### config.mk
export PLATFORM = sky130hd
export DESIGN_NAME = antialiased_line_rasterizer
export DESIGN_NICKNAME = d
export VERILOG_FILES = /design/src/rtl/lrast_pkg.sv /design/src/rtl/lrast_div.sv /design/src/rtl/antialiased_line_rasterizer.sv
export SDC_FILE = /design/constraint.sdc
export NUM_CORES = 2
export LEC_CHECK = 0
export ABC_AREA = 1
export CAP_MARGIN = 20
export CORE_MARGIN = 4
export CORE_UTILIZATION = 45
export CTS_BUF_LIST = sky130_fd_sc_hd__clkbuf_4
export DETAILED_ROUTE_END_ITERATION = 10
export DONT_BUFFER_PORTS = 1
export GPL_TIMING_DRIVEN = 0
export PLACE_DENSITY = 0.61
export SLEW_MARGIN = 20
export SYNTH_ARGS = -nofsm -noshare
export SYNTH_HDL_FRONTEND = slang
export SYNTH_SLANG_ARGS = --single-unit
export TNS_END_PERCENT = 5
### constraint.sdc
create_clock -name clk -period 11.21 [get_ports clk]
set_input_delay 0.5605 -clock clk [delete_from_list [all_inputs] [get_ports clk]]
set_output_delay 0.5605 -clock clk [all_outputs]
set_load 0.05 [all_outputs]
### src/rtl/lrast_pkg.sv
package lrast_pkg;

  localparam int ADDR_W     = 28;
  localparam int CHAN_W     = 8;
  localparam int CFG_IDX_W  = 2;
  localparam int CFG_DATA_W = 16;
  localparam int STRIDE_W   = 16;
  localparam int BPP_W      = 4;
  localparam int ANGLE_W    = 9;

  localparam logic [ADDR_W-1:0]   ADDR_MAX   = {ADDR_W{1'b1}};
  localparam logic [STRIDE_W-1:0] STRIDE_RST = 16'd16384;
  localparam logic [BPP_W-1:0]    BPP_RST    = 4'd4;
  localparam logic [ANGLE_W-1:0]  ANGLE_GOD  = 9'd240;
  localparam logic [ANGLE_W-1:0]  ANGLE_BLUE = 9'd180;

  typedef enum logic [CFG_IDX_W-1:0] {
    CFG_GOD_MODE        = 2'd0,
    CFG_VIEW_ANGLE      = 2'd1,
    CFG_LINE_STRIDE     = 2'd2,
    CFG_BYTES_PER_PIXEL = 2'd3
  } cfg_idx_t;

  // Sequencer states of the rasterizer
  typedef enum logic [5:0] {
    S_IDLE  = 6'b000001,
    S_PREP  = 6'b000010,
    S_DIV   = 6'b000100,
    S_MUL_Y = 6'b001000,
    S_MUL_X = 6'b010000,
    S_LOAD  = 6'b100000
  } state_t;

endpackage

### src/rtl/lrast_div.sv
module lrast_div #(
  parameter int DIV_W = 12,
  parameter int Q_W   = 17
) (
  input  logic             clk,
  input  logic             rst_n,
  input  logic             start,
  input  logic [DIV_W-1:0] dividend,
  input  logic [DIV_W-1:0] divisor,
  output logic             done,
  output logic [Q_W-1:0]   quotient
);

  // Computes (dividend << (Q_W-1)) / divisor, one quotient bit a cycle.
  // Valid when dividend <= divisor, so the quotient fits in Q_W bits.
  localparam int CNT_W = $clog2(Q_W);

  logic             busy_r, busy_nxt;
  logic             done_r, done_nxt;
  logic [CNT_W-1:0] cnt_r, cnt_nxt;
  logic [DIV_W-1:0] rem_r, rem_nxt;
  logic [Q_W-1:0]   num_r, num_nxt;
  logic [Q_W-1:0]   quo_r, quo_nxt;
  logic [DIV_W:0]   trial;
  logic [DIV_W:0]   diff;
  logic             ge;

  assign trial = {rem_r, num_r[Q_W-1]};
  assign diff  = trial - {1'b0, divisor};
  assign ge    = trial >= {1'b0, divisor};

  always_comb begin
    busy_nxt = busy_r;
    done_nxt = 1'b0;
    cnt_nxt  = cnt_r;
    rem_nxt  = rem_r;
    num_nxt  = num_r;
    quo_nxt  = quo_r;
    if (start) begin
      busy_nxt = 1'b1;
      cnt_nxt  = '0;
      rem_nxt  = DIV_W'(dividend >> 1);
      num_nxt  = {dividend[0], (Q_W-1)'(0)};
      quo_nxt  = '0;
    end else if (busy_r) begin
      rem_nxt = ge ? diff[DIV_W-1:0] : trial[DIV_W-1:0];
      num_nxt = num_r << 1;
      quo_nxt = {quo_r[Q_W-2:0], ge};
      cnt_nxt = cnt_r + 1'b1;
      if (cnt_r == CNT_W'(Q_W-1)) begin
        busy_nxt = 1'b0;
        done_nxt = 1'b1;
      end
    end
  end

  always_ff @(posedge clk) begin
    if (!rst_n) begin
      busy_r <= 1'b0;
      done_r <= 1'b0;
    end else begin
      busy_r <= busy_nxt;
      done_r <= done_nxt;
    end
  end

  always_ff @(posedge clk) begin
    cnt_r <= cnt_nxt;
    rem_r <= rem_nxt;
    num_r <= num_nxt;
    quo_r <= quo_nxt;
  end

  assign done     = done_r;
  assign quotient = quo_r;

endmodule

### src/rtl/antialiased_line_rasterizer.sv
// Anti-aliased line rasterizer, Wu style.
// Input stream: in_tuser is the mode (0 = start a line, 1 = advance one column);
// in_tdata carries start_x, start_y, end_x, end_y, used on a start request.
// Output stream: one request per pixel write with x, y, byte address and the
// three colour bytes scaled by the pixel weight; out_tlast marks the final
// write of the line. Configuration writes go through cfg_we/cfg_index/cfg_wdata
// and take effect at once; change them only while no line work is pending.
// Sequence: a start request orders its endpoints in a setup step, runs the
// bit-serial slope divider and then makes one write per endpoint; an advance
// request makes one write, or two when the row fraction is not zero.
// Each write goes through the shared multiplier twice (row * stride, then
// column * bytes per pixel) and a load step into the output register.
// An advance with no active line is taken and gives nothing.
// in_tready is high only while the sequencer is idle.
// The output register decouples the two sides: a stalled receiver holds the
// current write while the block may take the next request; the sequencer
// waits in its load step until the output register is free.
// Reset clears the line state and restores the configuration defaults
// (stride 16384, 4 bytes per pixel, white colour).
module antialiased_line_rasterizer #(
  parameter  int COORD_BITS = 12,
  parameter  int FRAC_BITS  = 16,
  localparam int IN_DATA_W  = ((4 * COORD_BITS + 7) / 8) * 8,
  localparam int OUT_DATA_W = ((2 * (COORD_BITS + 1) + lrast_pkg::ADDR_W
                               + 3 * lrast_pkg::CHAN_W + 7) / 8) * 8
) (
  input  logic                             clk,
  input  logic                             rst_n,
  input  logic                             in_tvalid,
  output logic                             in_tready,
  input  logic [IN_DATA_W-1:0]             in_tdata,   // start_x, start_y, end_x, end_y
  input  logic                             in_tuser,   // mode
  input  logic                             cfg_we,
  input  logic [lrast_pkg::CFG_IDX_W-1:0]  cfg_index,
  input  logic [lrast_pkg::CFG_DATA_W-1:0] cfg_wdata,
  output logic                             out_tvalid,
  input  logic                             out_tready,
  output logic [OUT_DATA_W-1:0]            out_tdata,  // pixel_x, pixel_y, byte_address,
                                                       // chan0, chan1, chan2
  output logic                             out_tlast
);

  import lrast_pkg::*;

  localparam int CB     = COORD_BITS;
  localparam int PW     = COORD_BITS + 1;
  localparam int W_W    = FRAC_BITS + 1;
  localparam int SL_W   = FRAC_BITS + 2;
  localparam int RA_W   = COORD_BITS + FRAC_BITS + 2;
  localparam int PROD_W = PW + STRIDE_W;
  localparam int SUM_W  = (PROD_W + 1 > ADDR_W) ? PROD_W + 1 : ADDR_W + 1;
  localparam logic [W_W-1:0] ONE_W = {1'b1, {FRAC_BITS{1'b0}}};

  state_t state_r, state_nxt;

  logic                   god_r, god_nxt;
  logic [ANGLE_W-1:0]     angle_r, angle_nxt;
  logic [STRIDE_W-1:0]    stride_r, stride_nxt;
  logic [BPP_W-1:0]       bpp_r, bpp_nxt;
  logic                   line_active_r, line_active_nxt;
  logic                   have_pend_r, have_pend_nxt;
  logic                   out_valid_r, out_valid_nxt;

  logic                   swap_r, swap_nxt;
  logic [CB-1:0]          a_maj_r, a_maj_nxt;
  logic [CB-1:0]          a_min_r, a_min_nxt;
  logic [CB-1:0]          b_maj_r, b_maj_nxt;
  logic [CB-1:0]          b_min_r, b_min_nxt;
  logic                   dy_neg_r, dy_neg_nxt;
  logic                   dx_zero_r, dx_zero_nxt;
  logic [PW-1:0]          col_now_r, col_now_nxt;
  logic [CB-1:0]          col_end_r, col_end_nxt;
  logic signed [SL_W-1:0] slope_r, slope_nxt;
  logic signed [RA_W-1:0] row_acc_r, row_acc_nxt;
  logic [PW-1:0]          cur_maj_r, cur_maj_nxt;
  logic [PW-1:0]          cur_min_r, cur_min_nxt;
  logic [W_W-1:0]         cur_w_r, cur_w_nxt;
  logic                   cur_last_r, cur_last_nxt;
  logic [PW-1:0]          pend_maj_r, pend_maj_nxt;
  logic [PW-1:0]          pend_min_r, pend_min_nxt;
  logic [W_W-1:0]         pend_w_r, pend_w_nxt;
  logic                   pend_last_r, pend_last_nxt;
  logic [PROD_W-1:0]      prod_r, prod_nxt;
  logic [SUM_W-1:0]       sum_r, sum_nxt;
  logic [PW-1:0]          out_px_r, out_px_nxt;
  logic [PW-1:0]          out_py_r, out_py_nxt;
  logic [ADDR_W-1:0]      out_addr_r, out_addr_nxt;
  logic [CHAN_W-1:0]      out_c0_r, out_c0_nxt;
  logic [CHAN_W-1:0]      out_c1_r, out_c1_nxt;
  logic [CHAN_W-1:0]      out_c2_r, out_c2_nxt;
  logic                   out_last_r, out_last_nxt;

  // Input fields and start setup
  logic [CB-1:0] in_sx, in_sy, in_ex, in_ey;
  logic [CB-1:0] adx, ady;
  logic          steep;

  // Ordering and divider
  logic          order_flip;
  logic [CB-1:0] lo_maj, lo_min, hi_maj, hi_min;
  logic [CB-1:0] dx, ady_o;
  logic          div_start, div_done;
  logic [W_W-1:0]  div_quo;
  logic signed [SL_W-1:0] slope_mag;

  // Column stepping
  logic [RA_W-1:0]      acc_pos;
  logic [FRAC_BITS-1:0] frac;
  logic [PW-1:0]        row;
  logic                 frac_zero;
  logic                 final_col;

  // Shared multiplier and pixel formatting
  logic [PW-1:0]       px_cur, py_cur;
  logic [PW-1:0]       mul_a;
  logic [STRIDE_W-1:0] mul_b;
  logic [PROD_W-1:0]   mul_p;
  logic [W_W+7:0]      s_ff_full;
  logic [W_W+4:0]      s_1a_full;
  logic [CHAN_W-1:0]   s_ff, s_1a;
  logic                orange, blue;
  logic                load;

  assign in_sx = in_tdata[CB-1:0];
  assign in_sy = in_tdata[2*CB-1:CB];
  assign in_ex = in_tdata[3*CB-1:2*CB];
  assign in_ey = in_tdata[4*CB-1:3*CB];
  assign adx   = (in_ex > in_sx) ? in_ex - in_sx : in_sx - in_ex;
  assign ady   = (in_ey > in_sy) ? in_ey - in_sy : in_sy - in_ey;
  assign steep = ady > adx;

  assign order_flip = a_maj_r > b_maj_r;
  assign lo_maj = order_flip ? b_maj_r : a_maj_r;
  assign lo_min = order_flip ? b_min_r : a_min_r;
  assign hi_maj = order_flip ? a_maj_r : b_maj_r;
  assign hi_min = order_flip ? a_min_r : b_min_r;
  assign dx     = hi_maj - lo_maj;
  assign ady_o  = (lo_min > hi_min) ? lo_min - hi_min : hi_min - lo_min;

  assign div_start = (state_r == S_PREP);
  assign slope_mag = SL_W'(div_quo);

  lrast_div #(
    .DIV_W (CB),
    .Q_W   (W_W)
  ) u_div (
    .clk      (clk),
    .rst_n    (rst_n),
    .start    (div_start),
    .dividend (ady_o),
    .divisor  (dx),
    .done     (div_done),
    .quotient (div_quo)
  );

  assign acc_pos   = row_acc_r[RA_W-1] ? '0 : row_acc_r;
  assign frac      = acc_pos[FRAC_BITS-1:0];
  assign row       = acc_pos[FRAC_BITS +: PW];
  assign frac_zero = (frac == '0);
  assign final_col = col_now_r >= {1'b0, col_end_r};

  assign px_cur = swap_r ? cur_min_r : cur_maj_r;
  assign py_cur = swap_r ? cur_maj_r : cur_min_r;
  assign mul_a  = (state_r == S_MUL_Y) ? py_cur : px_cur;
  assign mul_b  = (state_r == S_MUL_Y) ? stride_r : STRIDE_W'(bpp_r);
  assign mul_p  = PROD_W'(mul_a) * PROD_W'(mul_b);

  // Weight times 0xFF and 0x1A as shift-and-add
  assign s_ff_full = {cur_w_r, 8'd0} - (W_W+8)'(cur_w_r);
  assign s_1a_full = (W_W+5)'({cur_w_r, 4'd0}) + (W_W+5)'({cur_w_r, 3'd0})
                   + (W_W+5)'({cur_w_r, 1'd0});
  assign s_ff = s_ff_full[FRAC_BITS +: CHAN_W];
  assign s_1a = s_1a_full[FRAC_BITS +: CHAN_W];

  assign orange = god_r && (angle_r > ANGLE_GOD);
  assign blue   = !orange && (angle_r >= ANGLE_BLUE);
  assign load   = (state_r == S_LOAD) && (!out_valid_r || out_tready);

  always_comb begin
    state_nxt       = state_r;
    god_nxt         = god_r;
    angle_nxt       = angle_r;
    stride_nxt      = stride_r;
    bpp_nxt         = bpp_r;
    line_active_nxt = line_active_r;
    have_pend_nxt   = have_pend_r;
    out_valid_nxt   = out_valid_r;
    swap_nxt        = swap_r;
    a_maj_nxt       = a_maj_r;
    a_min_nxt       = a_min_r;
    b_maj_nxt       = b_maj_r;
    b_min_nxt       = b_min_r;
    dy_neg_nxt      = dy_neg_r;
    dx_zero_nxt     = dx_zero_r;
    col_now_nxt     = col_now_r;
    col_end_nxt     = col_end_r;
    slope_nxt       = slope_r;
    row_acc_nxt     = row_acc_r;
    cur_maj_nxt     = cur_maj_r;
    cur_min_nxt     = cur_min_r;
    cur_w_nxt       = cur_w_r;
    cur_last_nxt    = cur_last_r;
    pend_maj_nxt    = pend_maj_r;
    pend_min_nxt    = pend_min_r;
    pend_w_nxt      = pend_w_r;
    pend_last_nxt   = pend_last_r;
    prod_nxt        = prod_r;
    sum_nxt         = sum_r;
    out_px_nxt      = out_px_r;
    out_py_nxt      = out_py_r;
    out_addr_nxt    = out_addr_r;
    out_c0_nxt      = out_c0_r;
    out_c1_nxt      = out_c1_r;
    out_c2_nxt      = out_c2_r;
    out_last_nxt    = out_last_r;

    if (cfg_we) begin
      case (cfg_idx_t'(cfg_index))
        CFG_GOD_MODE:        god_nxt    = cfg_wdata[0];
        CFG_VIEW_ANGLE:      angle_nxt  = cfg_wdata[ANGLE_W-1:0];
        CFG_LINE_STRIDE:     stride_nxt = cfg_wdata[STRIDE_W-1:0];
        CFG_BYTES_PER_PIXEL: bpp_nxt    = cfg_wdata[BPP_W-1:0];
        default: ;
      endcase
    end

    if (out_valid_r && out_tready) begin
      out_valid_nxt = 1'b0;
    end

    case (state_r)
      S_IDLE: begin
        if (in_tvalid) begin
          if (!in_tuser) begin
            swap_nxt  = steep;
            a_maj_nxt = steep ? in_sy : in_sx;
            a_min_nxt = steep ? in_sx : in_sy;
            b_maj_nxt = steep ? in_ey : in_ex;
            b_min_nxt = steep ? in_ex : in_ey;
            state_nxt = S_PREP;
          end else if (line_active_r) begin
            cur_maj_nxt   = col_now_r;
            cur_min_nxt   = row;
            cur_w_nxt     = ONE_W - W_W'(frac);
            cur_last_nxt  = final_col && frac_zero;
            pend_maj_nxt  = col_now_r;
            pend_min_nxt  = row + 1'b1;
            pend_w_nxt    = W_W'(frac);
            pend_last_nxt = final_col;
            have_pend_nxt = !frac_zero;
            row_acc_nxt   = row_acc_r + RA_W'(slope_r);
            col_now_nxt   = col_now_r + 1'b1;
            if (final_col) begin
              line_active_nxt = 1'b0;
            end
            state_nxt = S_MUL_Y;
          end
        end
      end
      S_PREP: begin
        // Order endpoints by the major axis; the divider starts this cycle
        a_maj_nxt   = lo_maj;
        a_min_nxt   = lo_min;
        b_maj_nxt   = hi_maj;
        b_min_nxt   = hi_min;
        dy_neg_nxt  = lo_min > hi_min;
        dx_zero_nxt = (dx == '0);
        state_nxt   = S_DIV;
      end
      S_DIV: begin
        if (div_done) begin
          if (dx_zero_r) begin
            slope_nxt = '0;
          end else begin
            slope_nxt = dy_neg_r ? -slope_mag : slope_mag;
          end
          row_acc_nxt     = $signed({2'b00, a_min_r, {FRAC_BITS{1'b0}}})
                          + RA_W'(slope_nxt);
          col_now_nxt     = {1'b0, a_maj_r} + 1'b1;
          col_end_nxt     = b_maj_r;
          line_active_nxt = !dx_zero_r;
          cur_maj_nxt     = {1'b0, a_maj_r};
          cur_min_nxt     = {1'b0, a_min_r};
          cur_w_nxt       = ONE_W;
          cur_last_nxt    = 1'b0;
          pend_maj_nxt    = {1'b0, b_maj_r};
          pend_min_nxt    = {1'b0, b_min_r};
          pend_w_nxt      = ONE_W;
          pend_last_nxt   = dx_zero_r;
          have_pend_nxt   = 1'b1;
          state_nxt       = S_MUL_Y;
        end
      end
      S_MUL_Y: begin
        prod_nxt  = mul_p;
        state_nxt = S_MUL_X;
      end
      S_MUL_X: begin
        sum_nxt   = SUM_W'(prod_r) + SUM_W'(mul_p);
        state_nxt = S_LOAD;
      end
      S_LOAD: begin
        // Hold here until the output register is free
        if (load) begin
          out_valid_nxt = 1'b1;
          out_px_nxt    = px_cur;
          out_py_nxt    = py_cur;
          out_addr_nxt  = (sum_r > SUM_W'(ADDR_MAX)) ? ADDR_MAX : sum_r[ADDR_W-1:0];
          out_c0_nxt    = blue ? '0 : s_ff;
          out_c1_nxt    = orange ? s_1a : (blue ? '0 : s_ff);
          out_c2_nxt    = orange ? '0 : s_ff;
          out_last_nxt  = cur_last_r;
          if (have_pend_r) begin
            cur_maj_nxt   = pend_maj_r;
            cur_min_nxt   = pend_min_r;
            cur_w_nxt     = pend_w_r;
            cur_last_nxt  = pend_last_r;
            have_pend_nxt = 1'b0;
            state_nxt     = S_MUL_Y;
          end else begin
            state_nxt = S_IDLE;
          end
        end
      end
      default: begin
        state_nxt = S_IDLE;
      end
    endcase
  end

  always_ff @(posedge clk) begin
    if (!rst_n) begin
      state_r       <= S_IDLE;
      god_r         <= 1'b0;
      angle_r       <= '0;
      stride_r      <= STRIDE_RST;
      bpp_r         <= BPP_RST;
      line_active_r <= 1'b0;
      have_pend_r   <= 1'b0;
      out_valid_r   <= 1'b0;
    end else begin
      state_r       <= state_nxt;
      god_r         <= god_nxt;
      angle_r       <= angle_nxt;
      stride_r      <= stride_nxt;
      bpp_r         <= bpp_nxt;
      line_active_r <= line_active_nxt;
      have_pend_r   <= have_pend_nxt;
      out_valid_r   <= out_valid_nxt;
    end
  end

  always_ff @(posedge clk) begin
    swap_r      <= swap_nxt;
    a_maj_r     <= a_maj_nxt;
    a_min_r     <= a_min_nxt;
    b_maj_r     <= b_maj_nxt;
    b_min_r     <= b_min_nxt;
    dy_neg_r    <= dy_neg_nxt;
    dx_zero_r   <= dx_zero_nxt;
    col_now_r   <= col_now_nxt;
    col_end_r   <= col_end_nxt;
    slope_r     <= slope_nxt;
    row_acc_r   <= row_acc_nxt;
    cur_maj_r   <= cur_maj_nxt;
    cur_min_r   <= cur_min_nxt;
    cur_w_r     <= cur_w_nxt;
    cur_last_r  <= cur_last_nxt;
    pend_maj_r  <= pend_maj_nxt;
    pend_min_r  <= pend_min_nxt;
    pend_w_r    <= pend_w_nxt;
    pend_last_r <= pend_last_nxt;
    prod_r      <= prod_nxt;
    sum_r       <= sum_nxt;
    out_px_r    <= out_px_nxt;
    out_py_r    <= out_py_nxt;
    out_addr_r  <= out_addr_nxt;
    out_c0_r    <= out_c0_nxt;
    out_c1_r    <= out_c1_nxt;
    out_c2_r    <= out_c2_nxt;
    out_last_r  <= out_last_nxt;
  end

  assign in_tready  = (state_r == S_IDLE);
  assign out_tvalid = out_valid_r;
  assign out_tlast  = out_last_r;
  assign out_tdata  = OUT_DATA_W'({out_c2_r, out_c1_r, out_c0_r, out_addr_r,
                                   out_py_r, out_px_r});

endmodule

==> results_dict.tcl <==
set metrics [dict create \
    status "finished clean" \
    syn-mean-instance-area_um2 8.12 \
    critPathBufInv 6 \
    fin_crit_sh_pct 84.3 \
    core-area_mm2 0.0776 \
    seqPwrFrac_pct 31.2 \
    synth_warnings 0 \
    relSlewSlack_pct 23.1 \
    vias_per_cell 5.30 \
    fp.dieArea_mm2 0.0829 \
    power_switching_mw 2.71 \
    finalHoldViolations 0 \
    synth-seq-cells 426 \
    clkPwrFrac_pct 22.2 \
    synth_cells 4341 \
    die_height_um 288 \
    syn_to_final_growth_pct 11.3 \
    clkSinkCount 426 \
    totalWireLength_um 104000 \
    drc 0 \
    post-cts-setup-buffers 0 \
    drive_above_1_share_pct 6.11 \
    final_util_pct 50.6 \
    grt-ovfl-total 0 \
    via_count 30100 \
    cts_tree "yes" \
    critPathLaunchType "flip-flop" \
    worst_path_max_delay_cell "o21ai_1" \
    grt_pass1_wl_um 163000 \
    wire_per_inst_um 18.3 \
    worstMarginPinSlew_ps 1140 \
    cpPeakStageDelay_ps 880 \
    antenna_found_initial 2 \
    firstDrtPassIters 6 \
    fmax_mhz 106 \
    p_int_mw 3.49 \
    io_buffers 0 \
    power_leakage_nw 18.5 \
    drv_slew 0 \
    grt.total_usage_pct 25.0 \
    async_reset_ff_share_pct 0 \
    hp-class "primary input to flip-flop" \
    rsz0062_at_grt "false" \
    clockBufferDepth 3 \
    layout_common_cells "nand2_1 (902), inv_1 (748), nor2_1 (400), edfxtp_1 (362), a21oi_1 (308)" \
    yosysUniqueCellTypes 67 \
    drt-initial-drc-count 2087 \
    root_buffer "clkbuf_4" \
    cp.arrival_ps 10080 \
    synth_enable_flop_cells 362 \
    ir_drop_uv 106 \
    swShare_pct 43.8 \
    setup_tns_ps 0 \
    clock_latency_ps 910 \
    cp_top_family "adder cells" \
    setup_violations 0 \
    cp.required_ps 11840 \
    htree_levels 3 \
    grt_max_degree 33 \
    row_count 102 \
    end_kind "flip-flop" \
    clk_pin_slew_ps 60 \
    cts_made_buffers 115 \
    detail-route-antenna-nets 0 \
    ios 155 \
    period_minus_slack_ps 9450 \
    fin_skew_ps 69.0 \
    place.gp.congestion 1.00 \
    ys_seq_area_share_pct 34.5 \
    whs_ps 98.7 \
    power_density_mw_per_mm2 158 \
    synth_area_mm2 0.0352 \
    worst-path-max-fanout 10 \
    power_frac_comb_pct 46.5 \
    fin_nets 5093 \
    synthFlopType "edfxtp_1" \
    initial_core_util_pct 45.4 \
    hpwl_um 83600 \
    final_common_cell "nand2_1" \
    drv_cap 0 \
    criticalPathCategory "flip-flop to flip-flop" \
    die_width_um 288 \
    grt_pass1_vias 29900 \
]
[Yosys cell counts, drive strengths merged (8+ instances only)]
cell type,number,share of area [%]
nand4,35,0.62
a21oi,314,4.5
nand2,919,9.9
nor3,54,0.82
fa,176,10
nor4,9,0.22
o21a,12,0.26
nor2,403,4.3
buf,26,0.58
a21o,9,0.19
or2,9,0.16
a22oi,17,0.36
clkbuf,77,0.82
xnor2,44,1.1
a31oi,33,0.59
o221ai,14,0.35
o211ai,22,0.50
edfxtp,362,31
ha,287,10
xor2,108,2.7
dfxtp,64,3.6
o21ai,321,4.7
inv,767,8.2
nand3,172,2.6
o22ai,8,0.16
[routing by layer]
| metal | track usage (%) | up-vias | routed length (um) |
|---|---|---|---|
| li1 | - | 14800 | - |
| met1 | 32.2 | 14200 | 44800 |
| met5 | 0 | - | 0 |
| met3 | 3.74 | 190 | 6470 |
| met4 | 9.25 | 0 | 3680 |
| met2 | 42.7 | 975 | 49400 |
[kinds of logic (layout without fill, tap and decap cells)]
kind of cell,Yosys count,in the layout,share of synthesized area (%)
simple gates,1614,1614,18.9
buf+inv,876,1180,9.64
compound gates,807,807,13.0
fa+ha+maj,463,463,20.2
flops,426,426,34.5
xor+xnor,152,152,3.78
mux,2,2,0.0568
other cells,1,3,0.0106
[worst reg2reg max path: cells and delay by family (launching register included)]
| kind | cells | cell delay [ps] |
|---|---|---|
| fa+ha+maj | 7 | 3330 |
| compound gates | 7 | 2430 |
| buf+inv | 6 | 950 |
| flops | 1 | 350 |
| xor+xnor | 2 | 270 |
| simple gates | 11 | 1870 |
[state kept, by name, indices dropped and copies added (netlist names), 9 cells and up, named ones only]
register	flops
row_acc_r	30
sum_r	30
prod_r	29
out_addr_r	28
slope_r	18
cur_w_r	17
pend_w_r	17
u_div.quotient	17
stride_r	16
col_now_r	13
cur_maj_r	13
cur_min_r	13
out_px_r	13
out_py_r	13
pend_maj_r	13
pend_min_r	13
a_min_r	12
b_min_r	12
col_end_r	12
u_div.rem_r	12
a_maj_r	11
b_maj_r	11
angle_r	9
[power groups by stage]
| stage | registers [mW] | clock network, mW | logic, mW |
|---|---|---|---|
| floorplan | 1.94 | 0 | 2.01 |
| global placement | 1.97 | 0 | 2.73 |
| detailed placement | 1.97 | 0 | 2.75 |
| CTS | 1.93 | 1.42 | 2.82 |
| global route | 1.94 | 1.50 | 3.20 |
| finish | 1.94 | 1.38 | 2.89 |
[final timing paths]
path / start / endpoint / slack, ps / cells past startpoint
setup / recovery: swap_r / sum_r[27] / 1760 / 33
hold / removal: in_tdata[7] / a_maj_r[7] / 100 / 2
setup reg to reg: swap_r / sum_r[27] / 1760 / 33
hold reg to reg: cur_last_r / out_tlast / 420 / 0
[metrics by stage]
stage          setup slack, ps  instance area, um^2  std cells  total power, mW
2_1_floorplan             2750                35300       4342             3.96
3_3_place_gp               439                36600       5382             4.70
3_5_place_dp              1750                36900       5396             4.72
4_1_cts                   1780                39200       5685             6.18
5_1_grt                   1060                39200       5687             6.65
6_report                  1760                39200       5687             6.20
[layout make-up]
cell class	instances	area, um^2
tap	1040	1300
fill	7666	38400
timing repair buffer	99	1180
multi-input combinational	3040	19800
inverter	773	2900
antenna	1	2.50
buffer	103	494
clock buffer	149	1120
clock inverter	56	337
sequential	426	12200
[what timing repair did]
item                      CTS  global route
resized for setup           0             0
hold buffers               84             0
hold endpoints to repair   88             0
Note: power is estimated with default switching activity, not from simulation.
